[src/sv/lss_pkg.sv]
// Shared types and codes for the LIFO stack with membership search.
// Used by lss_cell and by the top level lifo_stack_with_search.
package lss_pkg;

  localparam int unsigned WordW = 32;

  typedef enum logic [1:0] {
    OP_PUSH  = 2'd0,
    OP_POP   = 2'd1,
    OP_CHECK = 2'd2
  } op_e;

  typedef enum logic [1:0] {
    ST_DONE  = 2'd0,
    ST_FULL  = 2'd1,
    ST_EMPTY = 2'd2
  } status_e;

  typedef enum logic {
    S_IDLE = 1'b0,
    S_SCAN = 1'b1
  } state_e;

  // Per-cycle command broadcast to every cell of the chain.
  typedef struct packed {
    logic push;   // every cell takes its upper neighbor's entry
    logic pop;    // every cell takes its lower neighbor's entry
    logic load;   // every cell registers its own compare result
    logic shift;  // compare results move one cell toward the top
  } cell_ctrl_t;

  // One result beat, packed with status in the lowest bits.
  typedef struct packed {
    logic [7:0] count;
    logic       found;
    status_e    status;
  } res_t;

endpackage

[src/sv/lss_cell.sv]
// One storage cell of the stack chain: an entry, its occupied flag and a match bit.
// Depends on lss_pkg for the command struct and the word width.
module lss_cell
  import lss_pkg::*;
(
  input  logic             clk_i,
  input  logic             rst_ni,
  input  cell_ctrl_t       ctrl_i,
  input  logic [WordW-1:0] value_i,
  input  logic [WordW-1:0] up_data_i,
  input  logic             up_occ_i,
  input  logic [WordW-1:0] dn_data_i,
  input  logic             dn_occ_i,
  input  logic             dn_match_i,
  output logic [WordW-1:0] data_o,
  output logic             occ_o,
  output logic             match_o
);

  logic [WordW-1:0] data_q;
  logic             occ_q, occ_d;
  logic             match_q, match_d;

  always_comb begin
    occ_d = occ_q;
    if (ctrl_i.push) begin
      occ_d = up_occ_i;
    end else if (ctrl_i.pop) begin
      occ_d = dn_occ_i;
    end
    match_d = match_q;
    if (ctrl_i.load) begin
      match_d = occ_q && (data_q == value_i);
    end else if (ctrl_i.shift) begin
      match_d = dn_match_i;
    end
  end

  always_ff @(posedge clk_i or negedge rst_ni) begin
    if (!rst_ni) begin
      occ_q   <= 1'b0;
      match_q <= 1'b0;
    end else begin
      occ_q   <= occ_d;
      match_q <= match_d;
    end
  end

  always_ff @(posedge clk_i) begin
    if (ctrl_i.push) begin
      data_q <= up_data_i;
    end else if (ctrl_i.pop) begin
      data_q <= dn_data_i;
    end
  end

  assign data_o  = data_q;
  assign occ_o   = occ_q;
  assign match_o = match_q;

endmodule

[config.mk]
export PLATFORM = sky130hd
export DESIGN_NAME = lss_cell
export DESIGN_NICKNAME = d
export VERILOG_FILES = /design/src/sv/lss_pkg.sv /design/src/sv/lss_cell.sv
export SDC_FILE = /design/constraint.sdc
export NUM_CORES = 1
export LEC_CHECK = 0
export CORE_ASPECT_RATIO = 2
export CORE_UTILIZATION = 50
export CTS_BUF_LIST = sky130_fd_sc_hd__clkbuf_8
export DETAILED_ROUTE_END_ITERATION = 8
export DONT_BUFFER_PORTS = 1
export SYNTH_ARGS = -nofsm -noshare
export SYNTH_HDL_FRONTEND = slang
export SYNTH_SLANG_ARGS = --single-unit
[constraint.sdc]
create_clock -name clk_i -period 1.49 [get_ports clk_i]
set_input_delay 0.0745 -clock clk_i [delete_from_list [all_inputs] [get_ports clk_i]]
set_output_delay 0.0745 -clock clk_i [all_outputs]
set_load 0.01 [all_outputs]
# ---- Word-level counts from Yosys, hierarchy flattened
# Cells that the tools add are included.
dict set report word_totals {
  out_inout_bits 34
  inputBits 105
  wordCells 13
  ff_bits 34
}
dict set report classes {
  n_reduce_logical 3
  n_eq_ne 1
  muxes 6
}
# cell count
set ops {}
lappend ops {{32-bit 2-to-1 mux} 2}
lappend ops {{32-bit equality test} 1}
lappend ops {{1-bit 2-to-1 mux} 4}
lappend ops {{2-bit nonzero test} 2}
lappend ops {{1-bit logical AND} 1}

# ---- Logic depth before layout (Yosys ltp)
dict set report logic_depth {
  depth_word 3
  ltp_mapped 4
  mapped_depth_nobuf 4
}

# ---- Worst setup path before layout
# No wires, ideal clock.
dict set report synth_path {
  path_kind {input to register}
  start {input ctrl_i[3] (netlist bit)}
  end {register data_q[0] (netlist: data_o[0]), enable pin}
  path_buffers 2
  t_arrival_ns 0.883
  setup_time_ns 0.375
  setup_slack_ns 0.232
  stages 3
  path_cell_list {buf_2 buf_4 or2_2}
}
dict set report synth_between {
  elab_chain_cells 1
}
# element line
set synth_lines {}
lappend synth_lines {{from (decl)} lss_cell.sv:8} ;# input cell_ctrl_t ctrl_i,
lappend synth_lines {{2-bit nonzero test (no line)} --}
lappend synth_lines {{to (signal assigned)} lss_cell.sv:51} ;# data_q <= up_data_i;
lappend synth_lines {{to (signal assigned)} lss_cell.sv:53} ;# data_q <= dn_data_i;
lappend synth_lines {{to (decl)} lss_cell.sv:20} ;# logic [WordW-1:0] data_q;
# Every way passes these cells.
# A chain may end at the register's enable or synchronous reset.

# ---- Worst setup path in the final report
dict set report layout_path {
  start {input dn_data_i[27]}
  end {register data_q[27] (netlist: data_o[27]), data pin}
}
dict set report layout_between {
  elab_chain_cells 2
}
# element line
set layout_lines {}
lappend layout_lines {{from (decl)} lss_cell.sv:12} ;# input logic [WordW-1:0] dn_data_i,
lappend layout_lines {{32-bit 2-to-1 mux} lss_cell.sv:52} ;# end else if (ctrl_i.pop) begin
lappend layout_lines {{32-bit 2-to-1 mux} lss_cell.sv:50} ;# if (ctrl_i.push) begin
# Every way passes these cells. The select of a mux whose other input is x is not followed.

==> key figures <==
Synthesis
  – Mapped Cells: 120
  – Avg Cell Area, Syn: 14.94 sq um
  – Count of different cell masters after synthesis: 17
  – Sequential share of the synthesized area: 56.39%
  – Post-synth EDFFs: 32
  – Synth area leaders: edfxtp_1, mux2_2, xnor2_1, dfrtp_1, nand4_1
  – Ys async rst share: 5.882%
  – Syn Nets: 225
  – Syn. warnings: 0
  – Mapped Area: 1793 sq um
  – Post-synth top area share: 53.59%
  – Yosys top cell by area: edfxtp_1
  – Post-synth top cells: edfxtp_1, mux2_2, xnor2_1
  – Synth Register Bits: 34
  – Top FF cell, synth: edfxtp_1

CTS
  – TritonCTS clock tree: built
  – Clock Pin Slew Worst Setup and Hold Paths: 0.07 ns
  – Clock Sink Count: 34
  – H-tree Lvls: 2
  – Num CTS Buffers: 5
  – Post-CTS setup buffers: 0
  – Root Buffer: clkbuf_8
  – Worst-skew pair later-pin latency: 0.28 ns
  – CTS Buffer Depth: 2

Global routing
  – Remaining Overflow, GRT: 0
  – Number of global-route vias before repair: 1146
  – Largest net degree at the start of global routing: 35
  – Total track usage: 18.82%
  – Antenna violations before repair: 0
  – First-pass GRT wire length: 5002 um

Placed design
  – Place WS: 0.09700 ns
  – DP Wirelength: 2728 um
  – Number of port buffers: 0
  – Final GP Congestion: 0.7149

STA
  – Setup slack after layout: 0.04466 ns
  – Final Skew: 0.009767 ns
  – Fin crit share: 97.00%
  – Final hold vios: 0
  – Slew HR: 49.78%
  – Min Tclk post-route: 1.445 ns
  – Fmax: 691.9 MHz
  – Setup_tns: 0 ns
  – Final Max Slew Viols: 0
  – Slew @ Worst Pin: 0.7533 ns
  – RSZ-0062 raised after global routing: no
  – Final setup viols: 0

Floorplanning
  – Die Y: 86.69 um
  – FP Rows: 30
  – Die area: 3844 sq um
  – # IOs: 139
  – Initial core utilization: 52.49%
  – Core Region: 3416 sq um
  – Die W: 44.35 um

Worst setup path
  – Crit path required time: 1.52 ns
  – Setup CP Type: in2reg
  – Worst EP arrival: 1.48 ns
  – CP startpoint: dn_data_i[27]
  – Crit Path Max Fanout: 1
  – Worst Setup Start Kind: primary input
  – R2r startpoint: data_o[25]$_DFFE_PP_
  – CP top delay family: buffers and inverters
  – Crit path largest cell delay: 0.57 ns
  – Crit end category: flip-flop
  – Critical path cell sequence: dlygate4sd3_1 > mux2_2 > dlygate4sd3_1
  – CP bufs+invs: 2
  – Crit-path most repeated cell: dlygate4sd3_1
  – Slowest CP cell: dlygate4sd3_1

Finish
  – Multi-input gate area: 754.5 sq um
  – # nets final: 266
  – Area delta synth->final: 25.89%
  – Register area: 1011 sq um
  – Ratio of cells with drive above 1 in the final layout: 34.57%
  – Number of diodes: 0
  – # fillers: 275

Power
  – Leak: 0.7988 nW
  – Power Density: 1045 nW/um^2
  – VDD IR max: 0.8003 mV

Detailed routing
  – Drt wl/cell: 18.45 um
  – 1st-iter DRT viols: 35
  – Vias: 1148
  – Router iterations before antenna repair: 3
  – Drt drc: 0
  – Antenna Nets Post-Route: 0
  – Final WL: 3874 um
  – Vias/cell: 5.467

Run
  – Max Cap Viol: 0

Hold path
  – Worst Hold Launch: dn_data_i[9]
  – Hold Crit Class: in2reg

Status
  – Status: finished clean
layout make-up:
type / instances / area share, %
clock buffer: 6 / 3.659
sequential: 34 / 44.79
timing repair buffer: 38 / 15.08
multi-input combinational: 82 / 33.43
clock inverter: 2 / 0.3880
tap: 48 / 2.661
metrics by stage:
stage | total power, mW | utilization (%) | hold slack [ns] | instances | area (sq um)
finish | 2.358 | 66.08 | 0.01203 | 210 | 2257
global route | 2.462 | 66.08 | 0.0001601 | 210 | 2257
CTS | 2.348 | 62.86 | 0.003505 | 199 | 2147
detailed placement | 1.641 | 56.96 | -0.2210 | 180 | 1946
global placement | 1.633 | 56.96 | -0.2210 | 180 | 1946
floorplan | 1.536 | - | -0.2211 | 120 | 1793
kinds of logic after synthesis:
logic type             after synthesis  share of synthesized area, %
XOR/XNOR                            32                         15.63
multiplexers                        34                         21.21
AND/OR/NAND/NOR                     14                         4.465
buffers and inverters                4                         1.535
AO/OA/AOI/OAI                        2                        0.7674
flip-flops                          34                         56.39
routing by layer:
layer	global-route usage (%)	vias to the layer above	share of wire, %
met5	0	-	0
met2	35.03	76	58
li1	-	527	-
met3	7.083	8	7.7
met1	16.02	537	32
met4	9.917	0	2.3
state kept, by name, indices dropped and copies added, names as in the netlist:
register and cells:
match_o 1, data_o 32, occ_o 1
report_power, final:
part | total (mW) | leakage, nW | switching, mW | internal [mW]
registers | 1.27 | 0.351 | 0.103 | 1.17
logic | 0.402 | 0.395 | 0.141 | 0.261
clock network | 0.681 | 0.0524 | 0.316 | 0.365
total | 2.36 | 0.799 | 0.559 | 1.80
cell usage in the layout (no fill, tap or decap), drive strengths merged:
master / count
nand2: 1
dlygate4sd3: 22
buf: 16
xor2: 3
a31o: 1
nor4: 2
nor2: 1
clkinv: 1
nor3: 1
edfxtp: 32
o21ai: 1
xnor2: 29
dfrtp: 2
or2: 1
clkbuf: 6
inv: 1
mux2: 32
nand3: 1
mux2i: 2
nand4: 7
final timing paths:
path,endpoint,slack (ns),cells after the start
min in group asynchronous,occ_o$_DFFE_PN0P_,0.02,1
max,data_o[27]$_DFFE_PP_,0.04,3
max reg2reg,match_o$_DFFE_PN0P_,0.11,4
min reg2reg,match_o$_DFFE_PN0P_,0.72,3
max in group asynchronous,match_o$_DFFE_PN0P_,1.34,1
min,data_o[9]$_DFFE_PP_,0.01,1
timing repair:
item,in CTS,in global routing
hold endpoints to repair,7,7
endpoints found under the setup margin,0,0
hold buffers,11,11
resized for setup,0,0
worst register-to-register path, delay by kind of cell, from the launching register on:
kind	cells	cell delay [ns]
compound gates	1	0.20
xor+xnor	1	0.18
flops	1	0.45
simple gates	2	0.50
(Power assumes the default switching activity.)
